**src/rtl/wvcs_pkg.sv**
```systemverilog
// Shared types and constants for the wind vane circular smoother.
// Holds widths, status and opcode codes, the controller state type and
// the command/status structs between controller and datapath. No dependencies.
`timescale 1ns / 1ps

package wvcs_pkg;

	// encoder counts in one full turn of the vane
	localparam int COUNTS_PER_TURN = 256;

	localparam int POS_W   = $clog2(COUNTS_PER_TURN);
	localparam int FRAC_W  = 16;
	localparam int SM_W    = POS_W + FRAC_W;
	localparam int DIFF_W  = POS_W + 1;
	localparam int PROD_W  = POS_W + 18;
	localparam int ALPHA_W = 16;

	localparam int ANGLE_SPAN = 360;
	localparam int ANG_W      = 9;
	localparam int P_W        = POS_W + ANG_W;
	localparam int SCALE_SH   = P_W;
	localparam int RC_W       = ANG_W + 1;

	// floor(2^SCALE_SH / COUNTS_PER_TURN); estimate is low by at most one
	localparam logic [RC_W-1:0] RECIP =
		RC_W'((longint'(1) << SCALE_SH) / COUNTS_PER_TURN);

	localparam logic signed [DIFF_W-1:0] HALF_D  = DIFF_W'(COUNTS_PER_TURN / 2);
	localparam logic signed [DIFF_W-1:0] NHALF_D = -HALF_D;
	localparam logic signed [DIFF_W-1:0] TURN_D  = DIFF_W'(COUNTS_PER_TURN);
	localparam logic signed [PROD_W-1:0] TURN_Q  =
		PROD_W'(longint'(COUNTS_PER_TURN) << FRAC_W);
	localparam logic [POS_W-1:0] POS_LAST = POS_W'(COUNTS_PER_TURN - 1);

	// configuration port
	localparam int CFG_AW = 1;
	localparam int CFG_W  = 16;
	localparam logic [CFG_AW-1:0] REG_ENABLE = 1'd0;
	localparam logic [CFG_AW-1:0] REG_ALPHA  = 1'd1;
	localparam logic [ALPHA_W-1:0] ALPHA_RESET = 16'd9830;

	// request kinds
	localparam logic OP_EDGE = 1'b0;
	localparam logic OP_READ = 1'b1;

	// result status codes
	localparam logic [1:0] STAT_NEW      = 2'd0;
	localparam logic [1:0] STAT_DISABLED = 2'd1;
	localparam logic [1:0] STAT_NOCHANGE = 2'd2;

	typedef enum logic [2:0] {
		S_IDLE,
		S_MUL,
		S_UPD,
		S_SCALE,
		S_RECIP,
		S_FIX,
		S_STAT
	} state_t;

	typedef struct packed {
		logic       edge_step;
		logic       load_diff;
		logic       load_prod;
		logic       load_upd;
		logic       load_scale;
		logic       load_recip;
		logic       load_out;
		logic [1:0] out_status;
	} ctrl_cmd_t;

	typedef struct packed {
		logic enable;
		logic changed;
	} dp_stat_t;

endpackage

```
**src/rtl/wvcs_ctrl.sv**
```systemverilog
// Controller for the wind vane smoother: sequences one read through the
// datapath steps and owns the output valid. Depends on wvcs_pkg.
`timescale 1ns / 1ps

module wvcs_ctrl (
	input  logic                 clk,
	input  logic                 arst_n,
	input  logic                 in_valid,
	input  logic                 in_opcode,
	output logic                 in_ready,
	output logic                 out_valid,
	input  logic                 out_ready,
	input  wvcs_pkg::dp_stat_t   stat,
	output wvcs_pkg::ctrl_cmd_t  cmd
);

	wvcs_pkg::state_t state_q, state_d;
	logic             out_valid_q;
	logic [1:0]       stat_q;
	logic             accept;
	logic             out_free;
	logic             read_busy;

	assign accept    = in_valid && (state_q == wvcs_pkg::S_IDLE);
	assign out_free  = !out_valid_q || out_ready;
	assign read_busy = stat.enable && stat.changed;

	always_comb begin
		state_d = state_q;
		case (state_q)
			wvcs_pkg::S_IDLE: begin
				if (accept && in_opcode == wvcs_pkg::OP_READ) begin
					state_d = read_busy ? wvcs_pkg::S_MUL : wvcs_pkg::S_STAT;
				end
			end
			wvcs_pkg::S_MUL:   state_d = wvcs_pkg::S_UPD;
			wvcs_pkg::S_UPD:   state_d = wvcs_pkg::S_SCALE;
			wvcs_pkg::S_SCALE: state_d = wvcs_pkg::S_RECIP;
			wvcs_pkg::S_RECIP: state_d = wvcs_pkg::S_FIX;
			wvcs_pkg::S_FIX, wvcs_pkg::S_STAT: begin
				if (out_free) begin
					state_d = wvcs_pkg::S_IDLE;
				end
			end
			default: state_d = wvcs_pkg::S_IDLE;
		endcase
	end

	always_comb begin
		cmd            = '0;
		cmd.out_status = stat_q;
		case (state_q)
			wvcs_pkg::S_IDLE: begin
				cmd.edge_step = accept && in_opcode == wvcs_pkg::OP_EDGE;
				cmd.load_diff = accept && in_opcode == wvcs_pkg::OP_READ;
			end
			wvcs_pkg::S_MUL:   cmd.load_prod  = 1'b1;
			wvcs_pkg::S_UPD:   cmd.load_upd   = 1'b1;
			wvcs_pkg::S_SCALE: cmd.load_scale = 1'b1;
			wvcs_pkg::S_RECIP: cmd.load_recip = 1'b1;
			wvcs_pkg::S_FIX: begin
				cmd.load_out   = out_free;
				cmd.out_status = wvcs_pkg::STAT_NEW;
			end
			wvcs_pkg::S_STAT: cmd.load_out = out_free;
			default: cmd = '0;
		endcase
	end

	always_ff @(posedge clk or negedge arst_n) begin
		if (!arst_n) begin
			state_q     <= wvcs_pkg::S_IDLE;
			out_valid_q <= 1'b0;
			stat_q      <= wvcs_pkg::STAT_NEW;
		end else begin
			state_q <= state_d;
			if (cmd.load_out) begin
				out_valid_q <= 1'b1;
			end else if (out_ready) begin
				out_valid_q <= 1'b0;
			end
			if (cmd.load_diff) begin
				stat_q <= !stat.enable ? wvcs_pkg::STAT_DISABLED : wvcs_pkg::STAT_NOCHANGE;
			end
		end
	end

	assign in_ready  = (state_q == wvcs_pkg::S_IDLE);
	assign out_valid = out_valid_q;

endmodule

```
**src/rtl/wvcs_dpath.sv**
```systemverilog
// Datapath for the wind vane smoother: position counter, fixed point
// smoothed position, config registers, angle scaling and output register.
// Depends on wvcs_pkg.
`timescale 1ns / 1ps

module wvcs_dpath (
	input  logic                          clk,
	input  logic                          arst_n,
	input  wvcs_pkg::ctrl_cmd_t           cmd,
	output wvcs_pkg::dp_stat_t            stat,
	input  logic                          b_level,
	input  logic                          cfg_we,
	input  logic [wvcs_pkg::CFG_AW-1:0]   cfg_addr,
	input  logic [wvcs_pkg::CFG_W-1:0]    cfg_wdata,
	output logic [1:0]                    out_status,
	output logic [wvcs_pkg::ANG_W-1:0]    out_angle
);

	localparam int POS_W  = wvcs_pkg::POS_W;
	localparam int SM_W   = wvcs_pkg::SM_W;
	localparam int DIFF_W = wvcs_pkg::DIFF_W;
	localparam int PROD_W = wvcs_pkg::PROD_W;
	localparam int P_W    = wvcs_pkg::P_W;
	localparam int ANG_W  = wvcs_pkg::ANG_W;
	localparam int RC_W   = wvcs_pkg::RC_W;

	logic                           enable_q;
	logic [wvcs_pkg::ALPHA_W-1:0]   alpha_q;
	logic [POS_W-1:0]               pos_q;
	logic [SM_W-1:0]                smooth_q;
	logic                           changed_q;

	logic signed [DIFF_W-1:0]       diff_q;
	logic signed [PROD_W-1:0]       prod_q;
	logic [P_W-1:0]                 p_q;
	logic [ANG_W-1:0]               qe_q;
	logic [1:0]                     status_q;
	logic [ANG_W-1:0]               angle_q;

	logic [POS_W-1:0]               ip;
	logic [POS_W-1:0]               pos_next;
	logic signed [DIFF_W-1:0]       diff_raw, diff_wrap;
	logic signed [PROD_W-1:0]       prod_c;
	logic signed [PROD_W-1:0]       sum, sum_wrap;
	logic [P_W-1:0]                 scaled;
	logic [P_W+RC_W-1:0]            qprod;
	logic [P_W-1:0]                 back, rem;
	logic [ANG_W-1:0]               angle_fix;

	assign ip = smooth_q[SM_W-1:wvcs_pkg::FRAC_W];

	always_comb begin
		if (b_level) begin
			pos_next = (pos_q == wvcs_pkg::POS_LAST) ? '0 : pos_q + 1'b1;
		end else begin
			pos_next = (pos_q == '0) ? wvcs_pkg::POS_LAST : pos_q - 1'b1;
		end
	end

	// shortest way round; exactly half a turn stays as is
	always_comb begin
		diff_raw = $signed({1'b0, pos_q}) - $signed({1'b0, ip});
		if (diff_raw > wvcs_pkg::HALF_D) begin
			diff_wrap = diff_raw - wvcs_pkg::TURN_D;
		end else if (diff_raw < wvcs_pkg::NHALF_D) begin
			diff_wrap = diff_raw + wvcs_pkg::TURN_D;
		end else begin
			diff_wrap = diff_raw;
		end
	end

	assign prod_c = $signed({1'b0, alpha_q}) * diff_q;

	always_comb begin
		sum = $signed({2'b00, smooth_q}) + prod_q;
		if (sum >= wvcs_pkg::TURN_Q) begin
			sum_wrap = sum - wvcs_pkg::TURN_Q;
		end else if (sum[PROD_W-1]) begin
			sum_wrap = sum + wvcs_pkg::TURN_Q;
		end else begin
			sum_wrap = sum;
		end
	end

	// angle = ip * 360 / turn via reciprocal, then one correction step
	assign scaled    = {{ANG_W{1'b0}}, ip} * P_W'(wvcs_pkg::ANGLE_SPAN);
	assign qprod     = {{RC_W{1'b0}}, p_q} * {{P_W{1'b0}}, wvcs_pkg::RECIP};
	assign back      = {{POS_W{1'b0}}, qe_q} * P_W'(wvcs_pkg::COUNTS_PER_TURN);
	assign rem       = p_q - back;
	assign angle_fix = qe_q + ANG_W'(rem >= P_W'(wvcs_pkg::COUNTS_PER_TURN));

	always_ff @(posedge clk or negedge arst_n) begin
		if (!arst_n) begin
			enable_q  <= 1'b0;
			alpha_q   <= wvcs_pkg::ALPHA_RESET;
			pos_q     <= '0;
			smooth_q  <= '0;
			changed_q <= 1'b0;
		end else begin
			if (cmd.edge_step && enable_q) begin
				pos_q     <= pos_next;
				changed_q <= 1'b1;
			end
			if (cmd.load_upd) begin
				smooth_q  <= sum_wrap[SM_W-1:0];
				changed_q <= 1'b0;
			end
			if (cfg_we && cfg_addr == wvcs_pkg::REG_ENABLE) begin
				// start-up snaps the filter to the current count
				if (cfg_wdata[0] && !enable_q) begin
					smooth_q <= {pos_q, {wvcs_pkg::FRAC_W{1'b0}}};
				end
				enable_q <= cfg_wdata[0];
			end
			if (cfg_we && cfg_addr == wvcs_pkg::REG_ALPHA) begin
				alpha_q <= cfg_wdata[wvcs_pkg::ALPHA_W-1:0];
			end
		end
	end

	always_ff @(posedge clk) begin
		if (cmd.load_diff) begin
			diff_q <= diff_wrap;
		end
		if (cmd.load_prod) begin
			prod_q <= prod_c;
		end
		if (cmd.load_scale) begin
			p_q <= scaled;
		end
		if (cmd.load_recip) begin
			qe_q <= qprod[wvcs_pkg::SCALE_SH +: ANG_W];
		end
		if (cmd.load_out) begin
			status_q <= cmd.out_status;
			angle_q  <= (cmd.out_status == wvcs_pkg::STAT_NEW) ? angle_fix : '0;
		end
	end

	assign stat.enable  = enable_q;
	assign stat.changed = changed_q;
	assign out_status   = status_q;
	assign out_angle    = angle_q;

endmodule

```
**src/rtl/wind_vane_circular_smoother.sv**
```systemverilog
// Top level of the wind vane circular smoother.
// Instantiates wvcs_ctrl and wvcs_dpath; depends on wvcs_pkg.
//
// Usage:
//  - Input stream s_axis_*: tuser is the request kind (0 = channel A rising
//    edge, 1 = read), tdata[0] is the channel B level for edges.
//  - Output stream m_axis_*: one result per read. tuser is the status
//    (0 new angle, 1 not enabled, 2 no change), tdata[8:0] the angle in
//    degrees, zero unless status is 0.
//  - cfg_we/cfg_addr/cfg_wdata: register 0 enable, register 1 alpha (Q0.16).
//    Write only while the block is idle.
//  - An edge request, if enabled, steps the position on acceptance. A read that
//    updates the filter runs diff, multiply, update, x360, reciprocal
//    multiply, correction; a status-only read skips them. One request is
//    in work at a time, set by the shared sequencer in the controller.
//  - Result waits in an output register; if the receiver stalls the last
//    step holds until the register drains, and s_axis_tready stays low.
//  - Reset: disabled, alpha 9830, position and filter zero, no change pending.
`timescale 1ns / 1ps

module wind_vane_circular_smoother (
	input  logic                          clk,
	input  logic                          arst_n,
	input  logic                          s_axis_tvalid,
	output logic                          s_axis_tready,
	input  logic [7:0]                    s_axis_tdata,  // [0] b_level, [7:1] zero
	input  logic                          s_axis_tuser,  // [0] opcode
	output logic                          m_axis_tvalid,
	input  logic                          m_axis_tready,
	output logic [15:0]                   m_axis_tdata,  // [8:0] angle, [15:9] zero
	output logic [1:0]                    m_axis_tuser,  // [1:0] status
	input  logic                          cfg_we,
	input  logic [wvcs_pkg::CFG_AW-1:0]   cfg_addr,
	input  logic [wvcs_pkg::CFG_W-1:0]    cfg_wdata
);

	wvcs_pkg::ctrl_cmd_t        cmd;
	wvcs_pkg::dp_stat_t         stat;
	logic [wvcs_pkg::ANG_W-1:0] angle;

	wvcs_ctrl u_ctrl (
		.clk       (clk),
		.arst_n    (arst_n),
		.in_valid  (s_axis_tvalid),
		.in_opcode (s_axis_tuser),
		.in_ready  (s_axis_tready),
		.out_valid (m_axis_tvalid),
		.out_ready (m_axis_tready),
		.stat      (stat),
		.cmd       (cmd)
	);

	wvcs_dpath u_dpath (
		.clk        (clk),
		.arst_n     (arst_n),
		.cmd        (cmd),
		.stat       (stat),
		.b_level    (s_axis_tdata[0]),
		.cfg_we     (cfg_we),
		.cfg_addr   (cfg_addr),
		.cfg_wdata  (cfg_wdata),
		.out_status (m_axis_tuser),
		.out_angle  (angle)
	);

	assign m_axis_tdata = {{(16 - wvcs_pkg::ANG_W){1'b0}}, angle};

endmodule

```
**config.mk**
```make
export PLATFORM = sky130hd
export DESIGN_NAME = wind_vane_circular_smoother
export DESIGN_NICKNAME = d
export VERILOG_FILES = /design/src/rtl/wvcs_pkg.sv /design/src/rtl/wvcs_ctrl.sv /design/src/rtl/wvcs_dpath.sv /design/src/rtl/wind_vane_circular_smoother.sv
export SDC_FILE = /design/constraint.sdc
export NUM_CORES = 1
export LEC_CHECK = 0
export ABC_CLOCK_PERIOD_IN_PS = 5300
export BUFFER_PORTS_ARGS = -buffer_cell sky130_fd_sc_hd__buf_2
export CAP_MARGIN = 40
export CORE_UTILIZATION = 30
export CTS_BUF_LIST = sky130_fd_sc_hd__clkbuf_8
export DETAILED_ROUTE_END_ITERATION = 7
export PLACE_DENSITY_LB_ADDON = 0.3
export REMOVE_ABC_BUFFERS = 1
export SYNTH_ARGS = -nofsm -noshare
export SYNTH_HDL_FRONTEND = slang
export SYNTH_SLANG_ARGS = --single-unit
export TNS_END_PERCENT = 10
```
**constraint.sdc**
```tcl
create_clock -name clk -period 5.3 [get_ports clk]
set_clock_uncertainty 0.15 [all_clocks]
set_input_delay 0.795 -clock clk [delete_from_list [all_inputs] [get_ports clk]]
set_output_delay 0.795 -clock clk [all_outputs]
set_load 0.01 [all_outputs]
```
==> run metrics, run 1 <==
clock transition at the register clock pins on the worst setup and hold paths after CTS=around 0.1 ns; largest net degree at the start of global routing=57; Total Die Area=40,240 um2; htree depth=4; layout overhead on the synthesized area=18.10%; deepest clock path buffer count=2; number of global-route vias before repair=roughly 9,000; Min-Delay Path Class=in -> async; first-pass GRT wire length=around 46 mm; post-layout instance area=approximately 14,000 um2; DRC Markers=0; number of synthesized flops with an enable pin=62; antenna fix cells=0; Avg Inst Size Synth=slightly below 10 um2; time the worst path needs with I/O delays and setup=roughly 5.2 ns; critical path launch point type=flop; synthesis warning total=0; max-capacitance violation count=0; average wire per cell in the routed design=around 15 um; post-route ant nets=0; Slew Viols, Final=0; post-route fraction of the period consumed by the critical path=97.83%; flop and latch count out of synthesis=around 120; final instance count without filler cells=around 1,800; achievable clock frequency=192.9 MHz; DIE WIDTH=between 200 and 250 um; Synth Cell Area=11,830 um2; Initial Utilization=about 30%; data required time at the worst endpoint=approximately 5.4 ns; Top Ports=51; number of instances in the synthesized netlist=roughly 1,200; CP Max Fanout=8; cell with the most instances after synthesis=sky130_fd_sc_hd__inv_1; total of endpoints with negative setup slack in the final report=0; leading cell types by count after synthesis=sky130_fd_sc_hd__inv_1, sky130_fd_sc_hd__nand2_1, sky130_fd_sc_hd__ha_1, sky130_fd_sc_hd__fa_1, sky130_fd_sc_hd__a21oi_1; TritonRoute pass-1 iters=4; antenna violations before repair=0; hold violation total from the final report=0; Placed Area=around 13,000 um2; Iter 0 DRT Violations=about 360; Buffers on Ports=36; Most used DFF post-synth=sky130_fd_sc_hd__edfxtp_1; total via count after detailed routing=slightly below 9,000; root buffer selected by CTS=sky130_fd_sc_hd__clkbuf_8; net total in the final layout=between 1,500 and 2,000; worst rel slew slack=between 40% and 50%; largest cells by area after synthesis=sky130_fd_sc_hd__fa_1, sky130_fd_sc_hd__edfxtp_1, sky130_fd_sc_hd__ha_1; CTS tree=done; proportion of synthesized chip area in sequential cells=about 28%; number of placed instances with taps included=between 1,500 and 2,000; number of library cell types mapped by synthesis=63; placer's final routability congestion estimate=approximately 0.85; Vert. Die Dim=approximately 200 um; share of the synthesized area in the top cell type=a little under a fifth; critical path arrival=roughly 5.3 ns; cell depth of the worst flop-to-flop path=16; hold slack=between 0.3 and 0.4 ns; Core ar.=~39,000 um2; mean number of vias per cell=roughly 4.7; total grt overflow=0; unrepaired setup endpoints after global routing=yes; clk_lat worst skew=0.48 ns; actual slew at the worst max-slew pin=around 0.86 ns; total routing resource utilization after global routing=between 10% and 20%; ratio of cells with drive above 1 in the final layout=around a fifth; TritonCTS Buffers=17; half-perimeter wire length after detailed placement=between 20 and 25 mm; Synth async-reset ratio=a little under half; routed wire length=around 27 mm; worst setup path class=reg -> reg; total clock sinks=around 120; post-synthesis cell type with the largest combined area=sky130_fd_sc_hd__fa_1; endpoint type of the worst setup path=flop; Row Count=72; run status=finished, final reports clean
## metrics by stage
stage / TNS [ns] / utilization, % / setup slack (ns)
floorplan: 0 / - / 0.05945
global placement: -0.4033 / 33.65 / -0.1815
detailed placement: -0.5512 / 33.71 / -0.2203
CTS: 0 / 35.07 / 0.0005329
global route: -0.04139 / 36.08 / -0.01823
finish: 0 / 36.08 / 0.1152
## cell type report
| type | instances | area (um2) |
|---|---|---|
| repair buffers | 121 | 957.2 |
| flip-flops and latches | 118 | 3274 |
| inverters | 140 | 525.5 |
| clock inverters | 15 | 148.9 |
| well taps | 518 | 648.1 |
| multi-input cells | 905 | 8188 |
| fillers | 3964 | 24760 |
| clock buffers | 17 | 234.0 |
## state kept, by name, indices dropped and copies added, names as in the netlist
name	cells
u_dpath.p_q	9
u_dpath.out_angle	9
u_dpath.diff_q	9
u_dpath.alpha_q	16
u_ctrl.stat_q	2
u_dpath.qe_q	9
u_dpath.pos_q	8
u_dpath.smooth_q	24
u_dpath.enable_q	1
u_dpath.prod_q	24
u_dpath.changed_q	1
u_ctrl.out_valid	1
u_dpath.out_status	2
u_ctrl.state_q	3
## final timing paths
path,from,to,slack (ns)
hold reg to reg,u_dpath.p_q[8],u_dpath.qe_q[0],0.31
hold / removal,arst_n,u_dpath.alpha_q[14],0.31
setup reg to reg,u_dpath.diff_q[7],u_dpath.prod_q[22],0.12
min in group clk,u_dpath.p_q[8],u_dpath.qe_q[0],0.31
setup / recovery,u_dpath.diff_q[7],u_dpath.prod_q[22],0.12
max in group asynchronous,arst_n,u_dpath.smooth_q[2],4.11
## cell families after synthesis
logic type / share of synthesized area [%]
adders and majority gates: 32.59
other: 0.03169
xor gates and xnor gates: 5.033
muxes: 1.797
and+or+nand+nor: 15.00
DFF: 27.65
buffers and inverters: 6.481
AOI/OAI and AO/OA: 11.42
## repair_timing
action                                  CTS  global route
resized for setup                        16            64
hold buffers                              0             0
buffers inserted                          6             7
cloned                                    0             1
hold endpoints to repair                  0             0
pin swaps                                14            59
endpoints found under the setup margin    7             8
## layer usage
layer  wire [um]  track usage [%]  vias to the layer above  share of wire [%]
li1            -                -                     4229                  -
met1       12110            16.99                     4257                 44
met2       14010            25.63                      146                 51
met3         765            2.175                       35                2.8
met4         601            4.417                        0                2.2
met5           0                0                        -                  0
## cell usage in the layout (no fill, tap or decap), drive strengths merged, types with 18 or more instances in the layout
| cell | n |
|---|---|
| xor2 | 20 |
| fa | 112 |
| edfxtp | 62 |
| a21o | 29 |
| inv | 150 |
| nor2b | 20 |
| mux2 | 18 |
| and2 | 63 |
| clkbuf | 18 |
| xnor2 | 48 |
| buf | 120 |
| ha | 129 |
| o21ai | 41 |
| a21oi | 71 |
| nor2 | 48 |
| dfrtp | 49 |
| nand2 | 139 |
## critical path, stage by stage (launching register included)
cell	delay, ns
sky130_fd_sc_hd__edfxtp_1	0.58
sky130_fd_sc_hd__nand2_2	0.11
sky130_fd_sc_hd__fa_1	0.52
sky130_fd_sc_hd__fa_1	0.56
sky130_fd_sc_hd__inv_1	0.06
sky130_fd_sc_hd__fa_1	0.46
sky130_fd_sc_hd__fa_1	0.51
sky130_fd_sc_hd__fa_2	0.60
sky130_fd_sc_hd__ha_4	0.23
sky130_fd_sc_hd__nand2_1	0.08
sky130_fd_sc_hd__o21ai_2	0.06
sky130_fd_sc_hd__a21o_1	0.20
sky130_fd_sc_hd__a2111oi_4	0.34
sky130_fd_sc_hd__nor3_2	0.10
sky130_fd_sc_hd__a21o_1	0.17
sky130_fd_sc_hd__a21oi_2	0.12
sky130_fd_sc_hd__xnor2_1	0.09
Power of run 1 is left out: the tool's default activity adds up to more than one toggle a clock period on the data nets, which glitch-free logic cannot reach.
==> run 2: changes to the inputs <==
--- a/config.mk
+++ b/config.mk
@@ -15,5 +15,6 @@
 export REMOVE_ABC_BUFFERS = 1
 export SYNTH_ARGS = -nofsm -noshare
 export SYNTH_HDL_FRONTEND = slang
+export SYNTH_HIERARCHICAL = 1
 export SYNTH_SLANG_ARGS = --single-unit
 export TNS_END_PERCENT = 10
==> run 2 against run 1 <==
Against the previous run: synthesized cell count shrank 2.1%; highest routed layer unchanged; hold slack gained 0.011 ns; critical path type unchanged; final cell count decreased by 3.2%.
==> run metrics, run 2 <==
unrepaired setup endpoints after global routing=yes (unchanged); mean number of vias per cell=4.684 (was 4.726); placer's final routability congestion estimate=0.8534 (was 0.8531); total clock sinks=118 (unchanged); total via count after detailed routing=8,314 (was 8,667); largest net degree at the start of global routing=57 (unchanged); synthesis warning total=6 (was 0); ratio of cells with drive above 1 in the final layout=13.84% (was 19.00%); deepest clock path buffer count=2 (unchanged); endpoint type of the worst setup path=flop (unchanged); Synth async-reset ratio=47.46% (unchanged); CTS tree=done (unchanged); total grt overflow=0 (unchanged); Synth Cell Area=11,830 um2 (about the same); cell depth of the worst flop-to-flop path=15 (was 16); Total Die Area=40,230 um2 (was 40,240 um2); Min-Delay Path Depth=0; number of global-route vias before repair=8,541 (was 9,228); post-layout utilization of the core=34.64% (was 36.08%); routed wire length=25.69 mm (was 27.49 mm); number of library cell types mapped by synthesis=74 (was 63); net total in the final layout=1,516 (was 1,575); TritonRoute pass-1 iters=5 (was 4); worst rel slew slack=46.35% (was 42.64%); cell with the most instances after synthesis=sky130_fd_sc_hd__ha_1 (was sky130_fd_sc_hd__inv_1); proportion of synthesized chip area in sequential cells=27.66% (was 27.65%); antenna fix cells=0 (unchanged); antenna violations before repair=0 (unchanged); highest-count cells in the layout ignoring fill and taps=sky130_fd_sc_hd__inv_1, sky130_fd_sc_hd__ha_1, sky130_fd_sc_hd__fa_1 (was sky130_fd_sc_hd__inv_1, sky130_fd_sc_hd__nand2_1, sky130_fd_sc_hd__ha_1); share of the synthesized area in the top cell type=18.95% (about the same); average wire per cell in the routed design=14.47 um (was 14.99 um); clk_lat worst skew=0.46 ns (was 0.48 ns); Core ar.=38,740 um2 (unchanged); first-pass GRT wire length=43.64 mm (was 45.62 mm); Row Count=72 (unchanged); Vert. Die Dim=200.6 um (about the same); half-perimeter wire length after detailed placement=19.69 mm (was 21.26 mm); DRC Markers=0 (unchanged); flop and latch count out of synthesis=118 (unchanged); clock transition at the register clock pins on the worst setup and hold paths after CTS=0.10 ns (about the same); layout overhead on the synthesized area=13.44% (was 18.10%); time the worst path needs with I/O delays and setup=5.207 ns (was 5.185 ns); post-synthesis cell type with the largest combined area=sky130_fd_sc_hd__fa_1 (unchanged); post-route ant nets=0 (unchanged); TritonCTS Buffers=17 (unchanged); hold violation total from the final report=0 (unchanged); Avg Inst Size Synth=9.957 um2 (was 9.756 um2); Initial Utilization=30.54% (was 30.55%); total of endpoints with negative setup slack in the final report=0 (unchanged); Slew Viols, Final=0 (unchanged); number of instances in the synthesized netlist=1,188 (was 1,213); htree depth=4 (unchanged); largest registers in the final layout=u_dpath/prod_q x24, u_dpath/smooth_q x24, u_dpath/alpha_q x16 (was u_dpath.prod_q x24, u_dpath.smooth_q x24, u_dpath.alpha_q x16); DIE WIDTH=200.6 um (about the same); Iter 0 DRT Violations=343 (was 363); data required time at the worst endpoint=5.37 ns (about the same); worst setup path class=reg -> reg (unchanged); number of synthesized flops with an enable pin=62 (unchanged); Buffers on Ports=36 (unchanged); total routing resource utilization after global routing=13.44% (was 14.10%); critical path arrival=5.27 ns (was 5.25 ns); CP Max Fanout=5 (was 8); critical path launch point type=flop (unchanged); post-route fraction of the period consumed by the critical path=98.25% (was 97.83%); achievable clock frequency=192.0 MHz (was 192.9 MHz); most common cell after layout, fill and taps aside=sky130_fd_sc_hd__inv_1 (unchanged); actual slew at the worst max-slew pin=0.8047 ns (was 0.8604 ns); Min-Delay Path Class=reg -> reg (was in -> async); Top Ports=51 (unchanged); number of filler cells placed in the layout=3,993 (was 3,964); setup slack of the worst register-to-register path=0.09 ns (was 0.12 ns); max-capacitance violation count=0 (unchanged); run status=finished, final reports clean (unchanged); Most used DFF post-synth=sky130_fd_sc_hd__edfxtp_1 (unchanged); root buffer selected by CTS=sky130_fd_sc_hd__clkbuf_8 (unchanged); leading cell types by count after synthesis=sky130_fd_sc_hd__ha_1, sky130_fd_sc_hd__inv_1, sky130_fd_sc_hd__fa_1, sky130_fd_sc_hd__nand2_1, sky130_fd_sc_hd__and2_1 (was sky130_fd_sc_hd__inv_1, sky130_fd_sc_hd__nand2_1, sky130_fd_sc_hd__ha_1, sky130_fd_sc_hd__fa_1, sky130_fd_sc_hd__a21oi_1); largest cells by area after synthesis=sky130_fd_sc_hd__fa_1, sky130_fd_sc_hd__edfxtp_1, sky130_fd_sc_hd__ha_1 (unchanged)
-- run 2: logic make-up after synthesis --
| logic type | Yosys count | share of synthesized area, % |
|---|---|---|
| other cells | 1 | 0.03170 |
| fa+ha+maj | 242 | 32.68 |
| xor+xnor | 64 | 4.739 |
| simple gates | 347 | 14.66 |
| buf+inv | 177 | 5.976 |
| flops | 118 | 27.66 |
| compound gates | 208 | 11.39 |
| mux | 31 | 2.856 |
-- run 2: timing repair --
item                                    4_1_cts  5_1_grt
endpoints found under the setup margin        1        8
resized for setup                             1       19
endpoints found under the hold margin         0        0
buffers inserted                              4        2
pin swaps                                     0       12
hold buffers                                  0        0
gates cloned                                  0        0
-- run 2: final cells by class --
cell class	instances	area (um2)	area share, %
multi-input cells	899	7986	59.52
flip-flops and latches	118	3276	24.41
well taps	518	648.1	4.830
repair buffers	80	623.1	4.643
inverters	128	480.5	3.580
clock buffers	17	234.0	1.744
clock inverters	15	171.4	1.277
-- run 2: per-layer routing --
layer  track usage (%)  vias up  part of all wire (%)
met5                 0        -                     0
met4             3.544        0                   1.2
met3             2.321       12                   2.3
met2             22.45       97                    48
met1             17.92     4085                    48
li1                  -     4120                     -
-- run 2: worst paths after layout --
path                                     from                   to
setup / recovery           u_dpath/alpha_q[6]   u_dpath/prod_q[23]
hold / removal                u_dpath/p_q[15]      u_dpath/qe_q[7]
setup reg to reg           u_dpath/alpha_q[6]   u_dpath/prod_q[23]
hold reg to reg               u_dpath/p_q[15]      u_dpath/qe_q[7]
max in group asynchronous              arst_n   u_dpath/alpha_q[3]
min in group asynchronous              arst_n  u_dpath/smooth_q[1]
-- run 2: per-stage QoR --
step | hold WS (ns) | setup WS [ns] | instance area, um2 | cells | setup TNS (ns)
floorplan | 0.2764 | 0.2569 | 11620 | 1145 | 0
global placement | 0.2971 | 0.02402 | 12850 | 1737 | 0
detailed placement | 0.2999 | -0.005776 | 12850 | 1737 | -0.005776
CTS | 0.3179 | 0.01138 | 13300 | 1773 | 0
global route | 0.3281 | -0.1063 | 13420 | 1775 | -0.1063
finish | 0.3239 | 0.09296 | 13420 | 1775 | 0
-- run 2: critical path, cell delays in order (launching register included) --
cell and delay [ns]:
sky130_fd_sc_hd__dfstp_2 0.62, sky130_fd_sc_hd__nand2_1 0.10, sky130_fd_sc_hd__fa_1 0.53, sky130_fd_sc_hd__inv_1 0.05, sky130_fd_sc_hd__fa_1 0.48, sky130_fd_sc_hd__fa_1 0.57
sky130_fd_sc_hd__fa_1 0.45, sky130_fd_sc_hd__fa_1 0.62, sky130_fd_sc_hd__ha_4 0.22, sky130_fd_sc_hd__inv_1 0.08, sky130_fd_sc_hd__o21bai_2 0.10, sky130_fd_sc_hd__a32oi_2 0.24
sky130_fd_sc_hd__a31oi_2 0.15, sky130_fd_sc_hd__a311o_1 0.39, sky130_fd_sc_hd__a21oi_2 0.15, sky130_fd_sc_hd__xnor2_1 0.07
Power of run 2 is left out for the same reason.
